### config.mk
export PLATFORM = sky130hd
export DESIGN_NAME = source_text_lexer_core
export DESIGN_NICKNAME = d
export VERILOG_FILES = /design/src/hw/rtl/slx_pkg.sv /design/src/hw/rtl/source_text_lexer_core.sv /design/src/hw/rtl/slx_front.sv /design/src/hw/rtl/slx_queue.sv /design/src/hw/rtl/slx_back.sv
export SDC_FILE = /design/constraint.sdc
export NUM_CORES = 1
export LEC_CHECK = 0
export BUFFER_PORTS_ARGS = -buffer_cell sky130_fd_sc_hd__buf_2
export CAP_MARGIN = 0
export CORE_MARGIN = 1.5
export CORE_UTILIZATION = 42
export CTS_CLUSTER_SIZE = 40
export DETAILED_ROUTE_END_ITERATION = 12
export GPL_ROUTABILITY_DRIVEN = 0
export GPL_TIMING_DRIVEN = 0
export HOLD_SLACK_MARGIN = 0.02
export MAX_ROUTING_LAYER = met4
export PLACE_DENSITY = 0.57
export SETUP_SLACK_MARGIN = 0.05
export SYNTH_ARGS = -nofsm -noshare
export SYNTH_HDL_FRONTEND = slang
export SYNTH_HIERARCHICAL = 1
export SYNTH_SLANG_ARGS = --single-unit
### constraint.sdc
create_clock -name clk -period 17.9 [get_ports clk]
set_input_delay 0.895 -clock clk [delete_from_list [all_inputs] [get_ports clk]]
set_output_delay 0.895 -clock clk [all_outputs]
set_load 0.02 [all_outputs]
### src/hw/rtl/slx_pkg.sv
`timescale 1ns / 1ps

package slx_pkg;

    localparam int LINE_BITS_DEF   = 16;
    localparam int QUEUE_DEPTH_DEF = 4;
    localparam int MAX_RECS        = 3;

    typedef enum logic [2:0] {
        MODE_IDLE,
        MODE_COMMENT,
        MODE_NUMBER,
        MODE_STRING,
        MODE_STR_DONE,
        MODE_IDENT,
        MODE_HALT
    } mode_t;

    typedef enum logic [1:0] {
        REC_CHAR = 2'd0,
        REC_END  = 2'd1,
        REC_ERR  = 2'd2
    } rec_kind_t;

    typedef enum logic [1:0] {
        TOK_NUM   = 2'd0,
        TOK_STR   = 2'd1,
        TOK_PUNC  = 2'd2,
        TOK_IDENT = 2'd3
    } tok_kind_t;

    typedef enum logic [1:0] {
        ERR_NONE       = 2'd0,
        ERR_TRAIL_SEP  = 2'd1,
        ERR_OPEN_STR   = 2'd2,
        ERR_STRAY_SEP  = 2'd3
    } err_code_t;

    typedef struct packed {
        logic [7:0] char_value;
        logic       end_of_text;
    } src_t;

    typedef struct packed {
        logic [1:0]  record_kind;
        logic [1:0]  token_kind;
        logic [7:0]  token_char;
        logic [15:0] line_number;
        logic [1:0]  error_code;
        logic        last_of_run;
    } res_t;

    typedef struct packed {
        logic [1:0]           count;
        res_t [MAX_RECS-1:0]  recs;
    } bundle_t;

    function automatic res_t make_rec(
        input rec_kind_t   kind,
        input tok_kind_t   tok,
        input logic [7:0]  ch,
        input logic [15:0] line,
        input err_code_t   err
    );
        res_t r;
        r.record_kind = kind;
        r.token_kind  = tok;
        r.token_char  = ch;
        r.line_number = line;
        r.error_code  = err;
        r.last_of_run = 1'b0;
        return r;
    endfunction

endpackage

### src/hw/rtl/source_text_lexer_core.sv
// A record reaches res_data through the bundle queue, the current-bundle register and the output register.
// Throughput: one byte per cycle while records average one per byte or fewer; each byte
// yields 0 to 3 records, drained one per cycle by the output stage while res_stall is
// low, through a bundle queue (QUEUE_DEPTH entries); a full queue stalls the source.
// Reset (rst_n, async, active low): lexer idle, line count 1, queue and output empty,
// live flag (live_reg) cleared.
`timescale 1ns / 1ps

module source_text_lexer_core
    import slx_pkg::*;
#(
    parameter int LINE_BITS   = LINE_BITS_DEF,
    parameter int QUEUE_DEPTH = QUEUE_DEPTH_DEF
)
(
    input  logic clk,
    input  logic rst_n,
    input  logic cfg_write,
    input  logic cfg_data,
    input  logic src_valid,
    output logic src_stall,
    input  src_t src_data,
    output logic res_valid,
    input  logic res_stall,
    output res_t res_data
);

    logic    accept;
    logic    push, pop, q_full, q_empty;
    bundle_t push_data, pop_data;

    assign src_stall = q_full;
    assign accept    = src_valid && !q_full;

    slx_front #(
        .LINE_BITS (LINE_BITS)
    ) u_front (
        .clk       (clk),
        .rst_n     (rst_n),
        .cfg_write (cfg_write),
        .cfg_data  (cfg_data),
        .accept    (accept),
        .src_data  (src_data),
        .push      (push),
        .push_data (push_data)
    );

    slx_queue #(
        .DEPTH (QUEUE_DEPTH)
    ) u_queue (
        .clk       (clk),
        .rst_n     (rst_n),
        .push      (push),
        .push_data (push_data),
        .pop       (pop),
        .pop_data  (pop_data),
        .full      (q_full),
        .empty     (q_empty)
    );

    slx_back u_back (
        .clk       (clk),
        .rst_n     (rst_n),
        .q_empty   (q_empty),
        .q_data    (pop_data),
        .pop       (pop),
        .res_valid (res_valid),
        .res_stall (res_stall),
        .res_data  (res_data)
    );

endmodule

### src/hw/rtl/slx_front.sv
`timescale 1ns / 1ps

module slx_front
    import slx_pkg::*;
#(
    parameter int LINE_BITS = LINE_BITS_DEF
)
(
    input  logic    clk,
    input  logic    rst_n,
    input  logic    cfg_write,
    input  logic    cfg_data,
    input  logic    accept,
    input  src_t    src_data,
    output logic    push,
    output bundle_t push_data
);

    localparam logic [LINE_BITS-1:0] LINE_MAX = {LINE_BITS{1'b1}};
    localparam logic [LINE_BITS-1:0] LINE_ONE = LINE_BITS'(1);

    mode_t                mode_reg, mode_next;
    logic [LINE_BITS-1:0] line_reg, line_next;
    logic                 bs_reg, bs_next;
    logic                 sep_reg, sep_next;
    logic                 start_reg, start_next;
    logic                 live_reg;

    logic [7:0] c;
    logic       eot;
    logic       is_digit, is_letter, is_alnum, is_sep, is_quote, is_punc, is_op;
    logic       is_hash, is_nl, is_bslash;
    logic       idle_entry;

    logic [LINE_BITS-1:0]  line_inc, line_sel, line_less;
    logic [LINE_BITS+15:0] cur_ext, less_ext;
    logic [15:0]           line_cur16, line_less16;

    res_t [MAX_RECS-1:0] recs;
    logic [1:0]          n;

    assign c   = src_data.char_value;
    assign eot = src_data.end_of_text;

    assign is_digit  = (c >= "0") && (c <= "9");
    assign is_letter = ((c >= "a") && (c <= "z")) || ((c >= "A") && (c <= "Z"));
    assign is_alnum  = is_digit || is_letter;
    assign is_sep    = (c == ".") || (c == ",");
    assign is_quote  = (c == 8'h22) || (c == 8'h27);
    assign is_punc   = (c == "-") || (c == "(") || (c == ")");
    assign is_op     = (c == "+") || (c == "*") || (c == "/") || (c == "<")
                    || (c == "=") || (c == ">") || (c == "^");
    assign is_hash   = (c == "#");
    assign is_nl     = (c == 8'h0a);
    assign is_bslash = (c == 8'h5c);

    assign line_inc = (!start_reg && is_nl && (line_reg != LINE_MAX))
                    ? line_reg + LINE_ONE : line_reg;
    assign line_sel  = eot ? line_reg : line_inc;
    assign line_less = (line_sel != '0) ? line_sel - LINE_ONE : '0;
    assign cur_ext     = {16'b0, line_sel};
    assign less_ext    = {16'b0, line_less};
    assign line_cur16  = cur_ext[15:0];
    assign line_less16 = less_ext[15:0];

    always_comb
    begin
        case (mode_reg)
            MODE_IDLE:     idle_entry = 1'b1;
            MODE_STR_DONE: idle_entry = 1'b1;
            MODE_NUMBER:   idle_entry = !(is_digit || is_sep) && !sep_reg;
            MODE_IDENT:    idle_entry = !is_alnum;
            default:       idle_entry = 1'b0;
        endcase
    end

    // next state
    always_comb
    begin
        mode_next  = mode_reg;
        line_next  = line_reg;
        bs_next    = bs_reg;
        sep_next   = sep_reg;
        start_next = start_reg;
        if (eot)
        begin
            mode_next  = MODE_IDLE;
            line_next  = LINE_ONE;
            bs_next    = 1'b0;
            sep_next   = 1'b0;
            start_next = 1'b1;
        end
        else
        begin
            start_next = 1'b0;
            line_next  = line_inc;
            case (mode_reg)
                MODE_COMMENT:
                begin
                    if (is_nl)
                        mode_next = MODE_IDLE;
                end
                MODE_NUMBER:
                begin
                    if (is_digit || is_sep)
                        sep_next = is_sep;
                    else if (sep_reg)
                        mode_next = MODE_HALT;
                end
                MODE_STRING:
                begin
                    if (is_quote && !bs_reg)
                        mode_next = MODE_STR_DONE;
                    else
                        bs_next = is_bslash;
                end
                default: ;
            endcase
            if (idle_entry)
            begin
                if (is_hash)
                    mode_next = MODE_COMMENT;
                else if (is_digit)
                begin
                    sep_next  = 1'b0;
                    mode_next = MODE_NUMBER;
                end
                else if (is_quote)
                begin
                    bs_next   = 1'b0;
                    mode_next = MODE_STRING;
                end
                else if (is_punc)
                    mode_next = MODE_IDLE;
                else if (is_sep)
                    mode_next = MODE_HALT;
                else if (is_letter || is_op)
                    mode_next = MODE_IDENT;
                else
                    mode_next = MODE_IDLE;
            end
        end
    end

    // records caused by this transaction
    always_comb
    begin
        recs = '0;
        n    = 2'd0;
        if (eot)
        begin
            case (mode_reg)
                MODE_NUMBER:
                begin
                    if (sep_reg)
                        recs[0] = make_rec(REC_ERR, TOK_NUM, 8'd0, line_less16, ERR_TRAIL_SEP);
                    else
                        recs[0] = make_rec(REC_END, TOK_NUM, 8'd0, line_cur16, ERR_NONE);
                    n = 2'd1;
                end
                MODE_IDENT:
                begin
                    recs[0] = make_rec(REC_END, TOK_IDENT, 8'd0, line_cur16, ERR_NONE);
                    n = 2'd1;
                end
                MODE_STRING:
                begin
                    recs[0] = make_rec(REC_ERR, TOK_NUM, 8'd0,
                                       live_reg ? line_cur16 : line_less16, ERR_OPEN_STR);
                    n = 2'd1;
                end
                MODE_STR_DONE:
                begin
                    recs[0] = make_rec(REC_END, TOK_STR, 8'd0, line_cur16, ERR_NONE);
                    n = 2'd1;
                end
                default: ;
            endcase
        end
        else
        begin
            case (mode_reg)
                MODE_NUMBER:
                begin
                    if (is_digit || is_sep)
                        recs[n] = make_rec(REC_CHAR, TOK_NUM, c, 16'd0, ERR_NONE);
                    else if (sep_reg)
                        recs[n] = make_rec(REC_ERR, TOK_NUM, 8'd0, line_less16, ERR_TRAIL_SEP);
                    else
                        recs[n] = make_rec(REC_END, TOK_NUM, 8'd0, line_cur16, ERR_NONE);
                    n = n + 2'd1;
                end
                MODE_STRING:
                begin
                    if (!(is_quote && !bs_reg))
                    begin
                        recs[n] = make_rec(REC_CHAR, TOK_STR, c, 16'd0, ERR_NONE);
                        n = n + 2'd1;
                    end
                end
                MODE_STR_DONE:
                begin
                    recs[n] = make_rec(REC_END, TOK_STR, 8'd0, line_cur16, ERR_NONE);
                    n = n + 2'd1;
                end
                MODE_IDENT:
                begin
                    if (is_alnum)
                        recs[n] = make_rec(REC_CHAR, TOK_IDENT, c, 16'd0, ERR_NONE);
                    else
                        recs[n] = make_rec(REC_END, TOK_IDENT, 8'd0, line_cur16, ERR_NONE);
                    n = n + 2'd1;
                end
                default: ;
            endcase
            if (idle_entry)
            begin
                if (is_hash || is_quote)
                begin
                end
                else if (is_digit)
                begin
                    recs[n] = make_rec(REC_CHAR, TOK_NUM, c, 16'd0, ERR_NONE);
                    n = n + 2'd1;
                end
                else if (is_punc)
                begin
                    recs[n] = make_rec(REC_CHAR, TOK_PUNC, c, 16'd0, ERR_NONE);
                    n = n + 2'd1;
                    recs[n] = make_rec(REC_END, TOK_PUNC, 8'd0, line_cur16, ERR_NONE);
                    n = n + 2'd1;
                end
                else if (is_sep)
                begin
                    recs[n] = make_rec(REC_ERR, TOK_NUM, 8'd0, line_less16, ERR_STRAY_SEP);
                    n = n + 2'd1;
                end
                else if (is_letter || is_op)
                begin
                    recs[n] = make_rec(REC_CHAR, TOK_IDENT, c, 16'd0, ERR_NONE);
                    n = n + 2'd1;
                end
            end
        end
        if (n != 2'd0)
            recs[n - 2'd1].last_of_run = 1'b1;
    end

    assign push            = accept && (n != 2'd0);
    assign push_data.count = n;
    assign push_data.recs  = recs;

    always_ff @(posedge clk or negedge rst_n)
    begin
        if (!rst_n)
        begin
            mode_reg  <= MODE_IDLE;
            line_reg  <= LINE_ONE;
            bs_reg    <= 1'b0;
            sep_reg   <= 1'b0;
            start_reg <= 1'b1;
            live_reg  <= 1'b0;
        end
        else
        begin
            if (accept)
            begin
                mode_reg  <= mode_next;
                line_reg  <= line_next;
                bs_reg    <= bs_next;
                sep_reg   <= sep_next;
                start_reg <= start_next;
            end
            if (cfg_write)
                live_reg <= cfg_data;
        end
    end

endmodule

### src/hw/rtl/slx_queue.sv
`timescale 1ns / 1ps

module slx_queue
    import slx_pkg::*;
#(
    parameter int DEPTH = QUEUE_DEPTH_DEF
)
(
    input  logic    clk,
    input  logic    rst_n,
    input  logic    push,
    input  bundle_t push_data,
    input  logic    pop,
    output bundle_t pop_data,
    output logic    full,
    output logic    empty
);

    localparam int PTR_W = $clog2(DEPTH);
    localparam int CNT_W = $clog2(DEPTH + 1);
    localparam logic [PTR_W-1:0] PTR_LAST = PTR_W'(DEPTH - 1);

    bundle_t [DEPTH-1:0] mem_reg;
    logic [PTR_W-1:0]    wr_reg, wr_next;
    logic [PTR_W-1:0]    rd_reg, rd_next;
    logic [CNT_W-1:0]    cnt_reg, cnt_next;
    logic                do_push, do_pop;

    assign full     = (cnt_reg == CNT_W'(DEPTH));
    assign empty    = (cnt_reg == '0);
    assign do_push  = push && !full;
    assign do_pop   = pop && !empty;
    assign pop_data = mem_reg[rd_reg];

    always_comb
    begin
        wr_next  = wr_reg;
        rd_next  = rd_reg;
        cnt_next = cnt_reg;
        if (do_push)
            wr_next = (wr_reg == PTR_LAST) ? '0 : wr_reg + PTR_W'(1);
        if (do_pop)
            rd_next = (rd_reg == PTR_LAST) ? '0 : rd_reg + PTR_W'(1);
        if (do_push && !do_pop)
            cnt_next = cnt_reg + CNT_W'(1);
        else if (do_pop && !do_push)
            cnt_next = cnt_reg - CNT_W'(1);
    end

    always_ff @(posedge clk)
    begin
        if (do_push)
            mem_reg[wr_reg] <= push_data;
    end

    always_ff @(posedge clk or negedge rst_n)
    begin
        if (!rst_n)
        begin
            wr_reg  <= '0;
            rd_reg  <= '0;
            cnt_reg <= '0;
        end
        else
        begin
            wr_reg  <= wr_next;
            rd_reg  <= rd_next;
            cnt_reg <= cnt_next;
        end
    end

endmodule

### src/hw/rtl/slx_back.sv
`timescale 1ns / 1ps

module slx_back
    import slx_pkg::*;
(
    input  logic    clk,
    input  logic    rst_n,
    input  logic    q_empty,
    input  bundle_t q_data,
    output logic    pop,
    output logic    res_valid,
    input  logic    res_stall,
    output res_t    res_data
);

    bundle_t    cur_reg, cur_next;
    logic [1:0] idx_reg, idx_next;
    logic       busy_reg, busy_next;
    res_t       out_reg, out_next;
    logic       out_valid_reg, out_valid_next;

    logic       load, take, last_rec;

    assign load     = !out_valid_reg || !res_stall;
    assign take     = load && busy_reg;
    assign last_rec = (idx_reg == (cur_reg.count - 2'd1));
    assign pop      = (!busy_reg || (take && last_rec)) && !q_empty;

    always_comb
    begin
        cur_next       = cur_reg;
        idx_next       = idx_reg;
        busy_next      = busy_reg;
        out_next       = out_reg;
        out_valid_next = out_valid_reg;
        if (take)
        begin
            out_next       = cur_reg.recs[idx_reg];
            out_valid_next = 1'b1;
        end
        else if (load)
            out_valid_next = 1'b0;
        if (pop)
        begin
            cur_next  = q_data;
            idx_next  = 2'd0;
            busy_next = 1'b1;
        end
        else if (take)
        begin
            if (last_rec)
                busy_next = 1'b0;
            else
                idx_next = idx_reg + 2'd1;
        end
    end

    always_ff @(posedge clk)
    begin
        cur_reg <= cur_next;
        out_reg <= out_next;
    end

    always_ff @(posedge clk or negedge rst_n)
    begin
        if (!rst_n)
        begin
            idx_reg       <= 2'd0;
            busy_reg      <= 1'b0;
            out_valid_reg <= 1'b0;
        end
        else
        begin
            idx_reg       <= idx_next;
            busy_reg      <= busy_next;
            out_valid_reg <= out_valid_next;
        end
    end

    assign res_valid = out_valid_reg;
    assign res_data  = out_reg;

endmodule
## Yosys cells after proc, flatten, opt, wreduce, memory -nomap -nowiden

Cells that the tools add are included.

| operators by class | value |
|---|---|
| $add $sub $neg | 11 |
| order comparisons | 16 |
| equality and inequality tests | 32 |
| mux-type cells | 91 |
| reductions and logical operators | 64 |

Operators with widths:

| kind | count |
|---|---|
| 93-bit 2-to-1 mux | 7 |
| 93-bit bitwise mux | 6 |
| 380-bit bitwise mux | 1 |
| 31-bit one-hot mux with 4 select lines | 2 |
| 31-bit 2-to-1 mux | 7 |
| 95-bit binary-select mux with 2-bit select | 1 |
| 95-bit demux with 2-bit select | 1 |
| 95-bit 2-to-1 mux | 2 |
| 31-bit demux with 2-bit select | 3 |
| 8-bit by 6-bit equality test with 1-bit output (second input constant) | 14 |
| 16-bit 2-to-1 mux | 5 |
| 31-bit binary-select mux with 2-bit select | 1 |
| 62-bit 2-to-1 mux | 1 |
| 3-bit 2-to-1 mux | 14 |
| 30-bit 2-to-1 mux | 1 |
| 28-bit 2-to-1 mux | 1 |
| 2-bit 2-to-1 mux | 13 |
| 1-bit 2-to-1 mux | 22 |
| 1-bit logical AND | 20 |
| 2-bit by 3-bit less-than comparator with 1-bit output (second input constant) | 6 |
| 1-bit logical OR | 17 |
| 16-bit by 1-bit adder with 16-bit output (second input constant) | 1 |
| 8-bit by 7-bit equality test with 1-bit output (second input constant) | 2 |
| 8-bit by 7-bit greater-or-equal comparator with 1-bit output (second input constant) | 2 |
| other kinds (32) | 64 |

| storage, ports and cells | value |
|---|---|
| bits in registers | 540 |
| input port bits | 15 |
| output and inout port bits | 33 |
| logic and storage cells | 327 |

## Depth between registers and ports, before layout

Gate-level depths: netlist (run 1).

| logic depth | value |
|---|---|
| word-level depth | 23 |
| gate-level depth with buffers | 19 |
| depth with buffers taken out | 17 |

## Hierarchy

The synthesis (run 1) kept the hierarchy.

By module, submodules not included:

| module | instances | cells each | area each (µm²) | sequential area each (µm²) |
|---|---|---|---|---|
| slx_queue | 1 | 534 | 14149.8 | 11586.1 |
| slx_back | 1 | 259 | 4688.2 | 3883.7 |
| slx_front | 1 | 619 | 4320.4 | 578.1 |
| source_text_lexer_core | 1 | 1 | 13.8 | 0.0 |

## Least setup slack after synthesis (run 1)

Ideal clock, no wire load.

| timing path | value |
|---|---|
| kind | input port to flip-flop |
| from | input port res_stall |
| to | register u_queue.cnt_reg[1] |
| library setup time | 0.125 ns |
| arrival | 8.780 ns |
| required time | 17.775 ns |
| setup slack | 8.995 ns |
| stages | 8 |
| path buffers | 0 |
| cell sequence | and2_1 > or3_1 > a31oi_1 > o31ai_1 > ha_1 > inv_1 > fa_1 > mux2_2 |

| between the ends | value |
|---|---|
| longest elaborated chain between the ends | 10 |
| elaborated cells on any way between the ends | 12 |
| those cells by class | mux: 1; reduce/logical: 11 |

RTL lines:

| item | RTL line | text |
|---|---|---|
| start: declaration | source_text_lexer_core.sv:24 | `input logic res_stall,` |
| 1-bit logical NOT | slx_back.sv:24 | `assign load = !out_valid_reg \|\| !res_stall;` |
| 1-bit logical OR | slx_back.sv:24 |  |
| 1-bit logical AND | slx_back.sv:25 | `assign take = load && busy_reg;` |
| 1-bit logical AND | slx_back.sv:27 | `assign pop = (!busy_reg \|\| (take && last_rec)) && !q_empty;` |
| 1-bit logical OR | slx_back.sv:27 |  |
| 1-bit logical AND | slx_back.sv:27 |  |
| named net pop | source_text_lexer_core.sv:29 | `logic push, pop, q_full, q_empty;` |
| 1-bit logical AND | slx_queue.sv:32 | `assign do_pop = pop && !empty;` |
| 1-bit logical NOT | slx_queue.sv:44 | `if (do_push && !do_pop)` |
| 1-bit logical AND | slx_queue.sv:44 |  |
| 3-bit 2-to-1 mux | slx_queue.sv:44 |  |
| named net u_queue.cnt_next[1] | slx_queue.sv:26 | `logic [CNT_W-1:0] cnt_reg, cnt_next;` |
| end signal: assignment | slx_queue.sv:68 | `cnt_reg <= cnt_next;` |
| end: declaration | slx_queue.sv:26 |  |

The timed path passes the listed nets, and every way through them passes these cells.
A chain may end at the register's enable or synchronous reset.

==> summary.md, run 1 <==
| Metric | Value |
|---|---|
| Seq/Total Area, Yosys | 0.693 |
| Die Y | roughly 240 um |
| Static leakage | a little under 0.009 uW |
| Num CTS Buffers | 56 |
| Initial Util | 0.428 |
| Flops & latches, synth | 540 |
| Setup-failing EPs final | 0 |
| Final hold viol count | 0 |
| Vias/cell | between 5 and 6 |
| Die area | approximately 0.057 sq mm |
| Tmin final | 5.22 ns |
| Core Footprint | approximately 0.054 sq mm |
| DR iter-0 viols | ~1200 |
| Post-Route WL | ~53000 um |
| Largest register FFs | between 300 and 400 |
| Rel. slew slack | 0.331 |
| Worst Path Arrival | 5.47 ns |
| Most frequent cells in the layout | edfxtp_1, mux4_2, nand2_1 |
| Root Buffer | clkbuf_16 |
| M2 GR Usage | 0.316 |
| Count of cell types in the netlist | 95 |
| Met3 usage | 0.0307 |
| Main synth FF type | edfxtp_1 |
| Async set-or-reset flop fraction in the synthesized netlist | 0.0630 |
| HPWL Detailed | 34100 um |
| Slew Viols, Final | 0 |
| Hold Path Class | primary input to asynchronous set/reset pin |
| Residual DRC | 0 |
| Syn-to-layout area delta | 13.8% |
| Nets@finish | 1566 |
| Total Power | approximately 4200 uW |
| CTS tree | built |
| Num ports | 48 |
| Placed instance count | 2176 |
| Mapped Area | 0.0232 sq mm |
| Chip width | ~240 um |
| Yosys warns | 6 |
| Largest net degree at the start of global routing | between 50 and 60 |
| Pwr dens | around 160 mW/mm^2 |
| Antenna violations before repair | 0 |
| Clock skew | about 0.018 ns |
| Fmax | 192 MHz |
| First-pass GRT wire length | ~81000 um |
| Critical Path Source Type | primary input |
| Status | completed |
| DRT Pass-1 Iters | 7 |
| GRT Total Usage | 0.197 |
| CTS Sinks | between 500 and 600 |
| Crit Path Max Fanout | 48 |
| Cts repair resizes | 0 |
| Vias in the first global route | approximately 13000 |
| Max Buffers Root-to-Sink | 3 |
| Routed Antenna Nets | 0 |
| Commonest non-fill, non-tap cell in the layout | edfxtp_1 |
| Clk pin slew, worst setup/hold paths | 0.06 ns |
| WL per Instance | about 23 um |
| RSZ-0062 raised after global routing | no |
| Fin crit share | 0.292 |
| Crit. End Element | register |
| Setup tns final | 0 ns |
| Cells after Synth | between 1000 and 1500 |
| Diode count | 0 |
| Post-CTS Hold Buffers | 0 |
| Ratio of cells with drive above 1 in the final layout | 0.226 |
| GR peak layer | met2 |
| Number of flops mapped to enable cells by yosys | ~500 |
| Routed via count | around 13000 |
| H-Tree Depth | 2 |
| CP required | ~18 ns |
| Met1 Usage GRT | 0.265 |
| Port Buf Inserts | 45 |
| Skew-Pair Late Insertion Delay | 0.60 ns |
| Worst-Margin Slew | 1.00 ns |
| Worst vdd ir | approximately 0.000093 V |
| WS Path Type | primary input to register |
| Fill cells | ~4500 |
| Grt total ovfl | 0 |
| Post-CTS setup buffer count | 0 |
| Finished Layout Cells | approximately 2300 |
| Row cnt | 85 |
| MaxCap Viol Count | 0 |
| Avg Inst Size Synth | 16.4 sq um |
[final timing paths]
kind                                      from                   end  slack [ns]  depth (start not counted)
max reg2reg                u_front/mode_reg[2]  u_queue/mem_reg[331]       13.14                         14
max in group asynchronous                rst_n    u_queue/cnt_reg[0]       16.80                          1
min                                      rst_n      u_front/live_reg        0.46                          1
min reg2reg                 u_queue/cnt_reg[2]    u_queue/cnt_reg[2]        0.52                          1
max                                src_data[3]  u_queue/mem_reg[331]       12.68                         16
min in group clk                     cfg_write      u_front/live_reg        0.48                          2
[synth_stat cells (all sizes together) (5+ instances only)]
master  count  share of area
a21oi      58          0.013
a22o        5         0.0019
a31oi       9         0.0031
and2       24         0.0065
and3       12         0.0032
buf        64          0.019
clkbuf     23         0.0037
dfrtp      32          0.035
edfxtp    506           0.66
ha         12         0.0065
inv        36         0.0058
mux2        9         0.0044
mux2i      36          0.016
mux4       95          0.092
nand2      86          0.014
nand2b     10         0.0030
nand3      25         0.0058
nand4      10         0.0039
nor2       79          0.013
nor2b      15         0.0044
nor3       19         0.0048
nor3b       5         0.0018
nor4       12         0.0063
o21a        5         0.0016
o21ai      63          0.014
o22ai      30         0.0081
o31a        6         0.0023
or2         5         0.0013
or3         6         0.0016
or4         5         0.0021
xnor2      37          0.016
xor2        5         0.0019
[report_power, final]
group / internal, uW / switching (uW) / leakage [uW]
combinational: 497 / 769 / 0.00282
sequential: 1710 / 80.0 / 0.00524
clock: 651 / 464 / 0.000867
[cell families (layout without fill, tap and decap cells)]
| family | count (synthesis) | count (layout) | synth area share |
|---|---|---|---|
| flip-flops | 540 | 540 | 0.693 |
| AND/OR/NAND/NOR | 328 | 328 | 0.0789 |
| AO/OA/AOI/OAI | 225 | 225 | 0.0625 |
| multiplexers | 140 | 140 | 0.112 |
| buffers and inverters | 124 | 281 | 0.0287 |
| XOR/XNOR | 42 | 42 | 0.0175 |
| adder cells (fa/ha/maj) | 13 | 13 | 0.00734 |
| other | 1 | 13 | 0.000162 |
[through the flow]
stage	setup WS, ns	util	hold WS, ns	area [sq um]
after floorplan	9.00	-	0.477	23200
after global placement	2.72	0.449	0.506	24300
after detailed placement	12.11	0.455	0.507	24600
after CTS	12.70	0.487	0.451	26400
after global routing	12.33	0.487	0.499	26400
final	12.68	0.487	0.457	26400
[worst max-delay path, cell delays in order]
cell	delay [ns]
buf_2	0.13
buf_2	0.19
or4_1	0.52
o22ai_1	0.25
nor2_1	0.10
a221o_1	0.35
ha_1	0.31
o21ai_0	0.08
a211oi_1	0.24
a21oi_1	0.07
mux2i_1	0.62
o21a_1	0.27
nor2b_1	0.12
buf_2	0.18
and2_4	0.71
buf_16	0.34
[area by class of cell]
cell class	instances	area [sq um]	share of cell area
Multi-Input combinational cell	761	6540	0.248
Sequential cell	540	16000	0.609
Timing Repair Buffer	55	485	0.0184
Clock buffer	67	1460	0.0555
Inverter	37	139	0.00527
Buffer	87	527	0.0200
Clock inverter	35	289	0.0110
Tap cell	696	871	0.0330
[metal layers]
layer | share of wire | wire length [um] | vias to the layer above
met5 | 0 | 0 | -
met1 | 0.45 | 23800 | 6665
met2 | 0.49 | 25900 | 327
li1 | - | - | 5780
met3 | 0.043 | 2290 | 77
met4 | 0.020 | 1050 | 0
Note: power is estimated with default switching activity, not from simulation.
==> run 2: changes to the inputs <==
- PLACE_DENSITY: 0.57 -> 0.59
- clock period: 17.9 -> 4.8 ns (I/O delays scaled with it)
==> run 2 against run 1 <==
- sequential cell count stayed put
- critical endpoint is now u_queue/mem_reg[143]
- clock skew is 0.0060 ns higher
- sequential share of layout area is 0.47 points lower
- combinational power grew to 3.7 times the previous value
- die area stayed put
- global-route usage is 0.30 points lower
- critical path depth is 3 lower
- via count is 0.50% higher
- hold slack worse by 0.28 ns
- core utilization is 0.38 points higher
- clock-buffer cell count is 4 higher
==> summary.md, run 2 (same netlist as run 1, synthesis figures left out) <==
| Metric | Value |
|---|---|
| WS Path Type | register to register (was primary input to register) |
| Clk pin slew, worst setup/hold paths | 0.06 ns (about the same) |
| HPWL Detailed | 34600 um (was 34100 um) |
| Met3 WL | 2980 um (was 2290 um) |
| MaxCap Viol Count | 0 (unchanged) |
| Dpl ws | -0.442 ns (was 12.11 ns) |
| DR iter-0 viols | 1308 (was 1193) |
| CTS Sinks | 540 (unchanged) |
| Crit. End Element | register (unchanged) |
| Logic gate share of total power | 0.300 (was 0.304) |
| Routed Antenna Nets | 0 (unchanged) |
| Most frequent cells in the layout | edfxtp_1, mux4_2, nand2_1 (unchanged) |
| Area of the multi-input gates | 0.00657 sq mm (was 0.00654 sq mm) |
| Crit Path Max Fanout | 7 (was 48) |
| Nets@finish | 1575 (was 1566) |
| Static leakage | 0.00902 uW (was 0.00893 uW) |
| Initial Util | 0.428 (unchanged) |
| R2R Path Start | u_front/line_reg[0] (was u_front/mode_reg[2]) |
| Core Footprint | 0.0541 sq mm (unchanged) |
| Worst vdd ir | 0.000272 V (was 0.0000933 V) |
| First-pass GRT wire length | 79300 um (was 80600 um) |
| Register area | 0.0160 sq mm (unchanged) |
| Fmax | 228 MHz |
| WL per Instance | 23.1 um (was 23.3 um) |
| Post-CTS setup buffer count | 0 (unchanged) |
| Residual DRC | 0 (unchanged) |
| Antenna violations before repair | 0 (unchanged) |
| RSZ-0062 raised after global routing | no (unchanged) |
| Num CTS Buffers | 56 (unchanged) |
| Diode count | 0 (unchanged) |
| Internal power | 10800 uW (was 2850 uW) |
| Switch Pwr | 4940 uW (was 1310 uW) |
| Met2 WL | 25800 um (was 25900 um) |
| CP startpoint | u_front/line_reg[0] (was src_data[3]) |
| Ratio of cells with drive above 1 in the final layout | 0.236 (was 0.226) |
| Die area | 0.0566 sq mm (unchanged) |
| Metal-1 WL | 23000 um (was 23800 um) |
| Max Buffers Root-to-Sink | 3 (unchanged) |
| Final setup margin | 0.409 ns (was 12.68 ns) |
| Chip width | 238 um (unchanged) |
| Final hold viol count | 0 (unchanged) |
| Critical Path Source Type | register (was primary input) |
| Row cnt | 85 (unchanged) |
| Tmin final | 4.39 ns |
| Clock share of power | 0.276 (was 0.268) |
| Rel. slew slack | 0.336 (was 0.331) |
| Vias in the first global route | 12600 (was 12900) |
| Commonest non-fill, non-tap cell in the layout | edfxtp_1 (unchanged) |
| Grt total ovfl | 0 (unchanged) |
| Post-Route WL | 52800 um (was 53000 um) |
| Clock skew | 0.0245 ns (was 0.0185 ns) |
| Top Metal Used | met4 (unchanged) |
| Largest register FFs | 380 (unchanged) |
| Pwr dens | 591 mW/mm^2 (was 158 mW/mm^2) |
| DRT Pass-1 Iters | 7 (unchanged) |
| Fin crit share | 0.915 |
| CP required | 5.16 ns (was 18.15 ns) |
| Routed via count | 12900 (was 12800) |
| Skew-Pair Late Insertion Delay | 0.60 ns (about the same) |
| Hold Path Class | primary input to register (was primary input to asynchronous set/reset pin) |
| Vias/cell | 5.64 (about the same) |
| Setup-failing EPs final | 0 (unchanged) |
| Num ports | 48 (unchanged) |
| Worst-Margin Slew | 0.996 ns (was 1.00 ns) |
| Status | completed (unchanged) |
| Die Y | 238 um (unchanged) |
| Syn-to-layout area delta | 14.6% (was 13.8%) |
| H-Tree Depth | 2 (unchanged) |
| Final core occ | 0.491 (was 0.487) |
| Worst Path Arrival | 4.75 ns (was 5.47 ns) |
| CTS tree | built (unchanged) |
| Seq pwr share | 0.424 (was 0.428) |
| Fill cells | 4544 (was 4542) |
| Hold path startpoint | src_data[6] |
| Port Buf Inserts | 45 (unchanged) |
| Root Buffer | clkbuf_16 (unchanged) |
| GRT Total Usage | 0.194 (was 0.197) |
| Largest net degree at the start of global routing | 41 (was 52) |
| Setup tns final | 0 ns (unchanged) |
| Slew Viols, Final | 0 (unchanged) |
| Sw frac | 0.314 (was 0.315) |
==> run 2: final timing paths <==
check / to / cells after the start / slack (ns)
worst max-delay path: u_queue/mem_reg[143] / 13 / 0.41
worst min-delay path: u_queue/mem_reg[55] / 2 / 0.17
worst max register to register: u_queue/mem_reg[143] / 13 / 0.41
worst min register to register: u_queue/cnt_reg[2] / 1 / 0.51
max in group asynchronous: u_back/idx_reg[0] / 2 / 3.85
min in group asynchronous: u_front/line_reg[8] / 2 / 0.33
==> run 2: repair_timing <==
action / in CTS / in global routing
cloned: 0 / 2
hold buffers: 4 / 0
endpoints found under the hold margin: 35 / 0
endpoints found under the setup margin: 62 / 78
gates resized for setup: 1 / 2
pin swaps: 0 / 2
==> run 2: through the flow <==
step | power, uW | cells | hold WS (ns) | area (sq um)
2_1_floorplan | 9930 | 1425 | -0.0556 | 23200
3_3_place_gp | 11300 | 2166 | 0.429 | 24300
3_5_place_dp | 11500 | 2179 | 0.437 | 24600
4_1_cts | 15900 | 2289 | 0.135 | 26500
5_1_grt | 16400 | 2291 | 0.161 | 26600
6_report | 15700 | 2291 | 0.172 | 26600
==> run 2: metal layers <==
| metal | global-route usage | vias up |
|---|---|---|
| li1 | - | 5813 |
| met4 | 0.0434 | 0 |
| met2 | 0.308 | 382 |
| met1 | 0.263 | 6640 |
| met3 | 0.0318 | 78 |
| met5 | - | - |
==> run 2: area by class of cell <==
type,instances,share of cell area
well taps,696,0.0328
clock inverters,35,0.0129
repair buffers,62,0.0209
inverters,37,0.00523
multi-input cells,763,0.247
clock buffers,71,0.0568
plain buffers,87,0.0198
flip-flops and latches,540,0.604
==> run 2: critical path: stages, from the launching register on <==
cell	delay, ns
dfstp_2	0.53
ha_1	0.29
nand3_1	0.26
or4_4	0.59
nand2b_1	0.24
mux2i_1	0.50
ha_1	0.28
inv_1	0.11
a31oi_4	0.27
nand2b_4	0.11
or4_4	0.46
nor3_2	0.12
nor2_1	0.05
a21oi_1	0.35
==> run 2: power groups by stage <==
| stage | logic, uW | clock network [uW] | registers [uW] |
|---|---|---|---|
| 2_1_floorplan | 3080 | 0 | 6850 |
| 3_3_place_gp | 4520 | 0 | 6810 |
| 3_5_place_dp | 4740 | 0 | 6760 |
| 4_1_cts | 4760 | 4440 | 6670 |
| 5_1_grt | 5100 | 4610 | 6740 |
| 6_report | 4710 | 4340 | 6660 |
==> run 3: changes to the inputs <==
- CORE_MARGIN: 1.5 -> 3
==> run 3 against run 2 <==
- global-route usage down 0.30 points
- hold slack better by 0.014 ns
- clock-buffer cell count down 5
- via count down 0.60%
- critical endpoint is now u_queue/mem_reg[48]
- largest cell class unchanged
==> summary.md, run 3 (same netlist as run 1, synthesis figures left out) <==
| Metric | Value |
|---|---|
| Status | completed (unchanged) |
| Area of the multi-input gates | 0.00656 sq mm (was 0.00657 sq mm) |
| Seq pwr share | 0.426 (was 0.424) |
| Crit. End Element | register (unchanged) |
| Vias/cell | 5.63 (was 5.64) |
| Reg-to-reg setup timing slack | 0.36 ns (was 0.41 ns) |
| Ratio of cells with drive above 1 in the final layout | 0.232 (was 0.236) |
| Register area | 0.0160 sq mm (unchanged) |
| R2R Path Start | u_front/line_reg[0] (unchanged) |
| Num CTS Buffers | 54 (was 56) |
| Min Hold Slack | 0.186 ns (was 0.172 ns) |
| Worst vdd ir | 0.000366 V (was 0.000272 V) |
| Reg2reg end | u_queue/mem_reg[48] (was u_queue/mem_reg[143]) |
| Met2 WL | 26400 um (was 25800 um) |
| Vias in the first global route | 13000 (was 12600) |
| Slew Viols, Final | 0 (unchanged) |
| Tmin final | 4.44 ns (was 4.39 ns) |
| Clk pin slew, worst setup/hold paths | 0.06 ns (about the same) |
| Total Power | 15700 uW (about the same) |
| RSZ-0062 raised after global routing | no (unchanged) |
| Metal-1 WL | 22600 um (was 23000 um) |
| H-Tree Depth | 2 (unchanged) |
| Largest register FFs | 380 (unchanged) |
| Switch Pwr | 4880 uW (was 4940 uW) |
| Critical Path Source Type | register (unchanged) |
| Commonest non-fill, non-tap cell in the layout | edfxtp_1 (unchanged) |
| Rel. slew slack | 0.367 (was 0.336) |
| Static leakage | 0.00898 uW (was 0.00902 uW) |
| Port Buf Inserts | 45 (unchanged) |
| CTS tree | built (unchanged) |
| Fill cells | 4588 (was 4544) |
| Routed via count | 12800 (was 12900) |
| Antenna violations before repair | 0 (unchanged) |
| Num ports | 48 (unchanged) |
| Syn-to-layout area delta | 14.2% (was 14.6%) |
| CTS Sinks | 540 (unchanged) |
| Clock share of power | 0.275 (was 0.276) |
| WL per Instance | 23.1 um (about the same) |
| Post-Route WL | 52600 um (was 52800 um) |
| Most frequent cells in the layout | edfxtp_1, mux4_2, nand2_1 (unchanged) |
| Worst-path cell chain | ha_1, nand3_1, or4_4, nand2b_1, mux2i_1, ha_1, inv_1, a31oi_4, nand2b_4, or4_4, nor3_2, nor2_1, a21oi_1 (unchanged) |
| HPWL Detailed | 34300 um (was 34600 um) |
| WS Path Type | register to register (unchanged) |
| Root Buffer | clkbuf_16 (unchanged) |
| Setup tns final | 0 ns (unchanged) |
| Internal power | 10800 uW (about the same) |
| Max Buffers Root-to-Sink | 3 (unchanged) |
| Worst Hold End | u_queue/mem_reg[307] (was u_queue/mem_reg[55]) |
| Initial Util | 0.427 (was 0.428) |
| Post-CTS setup buffer count | 0 (unchanged) |
| Crit Path Max Fanout | 7 (unchanged) |
| CP required | 5.14 ns (was 5.16 ns) |
| Setup-failing EPs final | 0 (unchanged) |
| Die Y | 241 um (was 238 um) |
| Skew-Pair Late Insertion Delay | 0.59 ns (was 0.60 ns) |
| Largest net degree at the start of global routing | 50 (was 41) |
| Hold Path Class | primary input to register (unchanged) |
| First-pass GRT wire length | 80000 um (was 79300 um) |
| Worst hold path depth | 2 (unchanged) |
| Routed Antenna Nets | 0 (unchanged) |
| Logic gate share of total power | 0.299 (was 0.300) |
| DR iter-0 viols | 1000 (was 1308) |
| Fmax | 225 MHz (was 228 MHz) |
| Met3 WL | 2510 um (was 2980 um) |
| Hold path startpoint | src_data[4] (was src_data[6]) |
| R2r worst-path depth | 13 (unchanged) |
| Sw frac | 0.312 (was 0.314) |
| Core Footprint | 0.0542 sq mm (was 0.0541 sq mm) |
| Top Metal Used | met4 (unchanged) |
| Residual DRC | 0 (unchanged) |
| DRT Pass-1 Iters | 5 (was 7) |
| Slowest stage delay, CP | 0.58 ns (was 0.59 ns) |
| Nets@finish | 1568 (was 1575) |
| Chip width | 241 um (was 238 um) |
| Worst Path Arrival | 4.78 ns (was 4.75 ns) |
| Pwr dens | 591 mW/mm^2 (about the same) |
| Worst-Margin Slew | 0.950 ns (was 0.996 ns) |
| Final hold viol count | 0 (unchanged) |
| Row cnt | 85 (unchanged) |
| Diode count | 0 (unchanged) |
| Grt total ovfl | 0 (unchanged) |
| Die area | 0.0580 sq mm (was 0.0566 sq mm) |
| CP max-delay cell | or4_4 (unchanged) |
| GRT Total Usage | 0.191 (was 0.194) |
| MaxCap Viol Count | 0 (unchanged) |
| Clock skew | 0.0214 ns (was 0.0245 ns) |
| Fin crit share | 0.926 (was 0.915) |
==> run 3: changes by cell type in the layout (fill, tap and decap cells not counted) <==
cell,delta
clkinv_2,-3
clkinv_4,+1
buf_12,-3
bufinv_16,+2
inv_6,-3
and2_2,-2
clkbuf_16,-2
clkinv_1,+2
inv_8,+1
clkbuf_1,-3
==> run 3: metrics by stage <==
stage,worst slack (ns),cells,utilization,cell area (sq um)
3_3_place_gp,-1.60,2166,0.449,24300
5_1_grt,0.0468,2281,0.488,26500
2_1_floorplan,0.369,1425,-,23200
4_1_cts,0.173,2281,0.488,26500
3_5_place_dp,-0.408,2176,0.453,24600
6_report,0.356,2281,0.488,26500
==> run 3: worst max path at each step <==
| stage | from | to | slack (ns) | depth (start not counted) |
|---|---|---|---|---|
| floorplan | src_data[3] | u_queue/mem_reg[0] | 0.37 | 14 |
| global placement | src_data[3] | u_queue/mem_reg[71] | -1.60 | 15 |
| detailed placement | src_data[3] | u_queue/mem_reg[168] | -0.41 | 16 |
| CTS | u_front/line_reg[0] | u_queue/mem_reg[48] | 0.17 | 13 |
| global route | u_front/mode_reg[2] | u_queue/mem_reg[100] | 0.05 | 14 |
| finish | u_front/line_reg[0] | u_queue/mem_reg[48] | 0.36 | 13 |
==> run 3: metal layers <==
layer / up-vias / GRT usage
met5: - / -
met4: 0 / 0.0511
met3: 76 / 0.0285
met2: 323 / 0.315
met1: 6639 / 0.249
li1: 5797 / -
==> run 3: power by group through the flow <==
stage               Clock, uW  Sequential (uW)  Combinational (uW)
global placement            0             6810                4520
CTS                      4440             6670                4750
global route             4630             6740                5080
detailed placement          0             6760                4730
finish                   4310             6660                4680
floorplan                   0             6850                3080
==> run 3: cell type report <==
class / count / share of cell area
multi-input cells: 761 / 0.248
clock inverters: 35 / 0.0147
well taps: 696 / 0.0329
repair buffers: 59 / 0.0187
clock buffers: 66 / 0.0547
flip-flops and latches: 540 / 0.606
inverters: 37 / 0.00525
plain buffers: 87 / 0.0199
==> run 3: timing repair <==
action	CTS	global route
pin swaps	2	0
hold buffers	4	0
endpoints found under the setup margin	145	209
gates resized for setup	1	2
endpoints found under the hold margin	34	0
==> run 3: worst max-delay path: cells and delay by family (launching register included) <==
| family | cells | cell delay (ns) |
|---|---|---|
| mux | 1 | 0.53 |
| compound gates | 2 | 0.62 |
| simple gates | 7 | 1.84 |
| flops | 1 | 0.53 |
| fa+ha+maj | 2 | 0.58 |
| buf+inv | 1 | 0.10 |
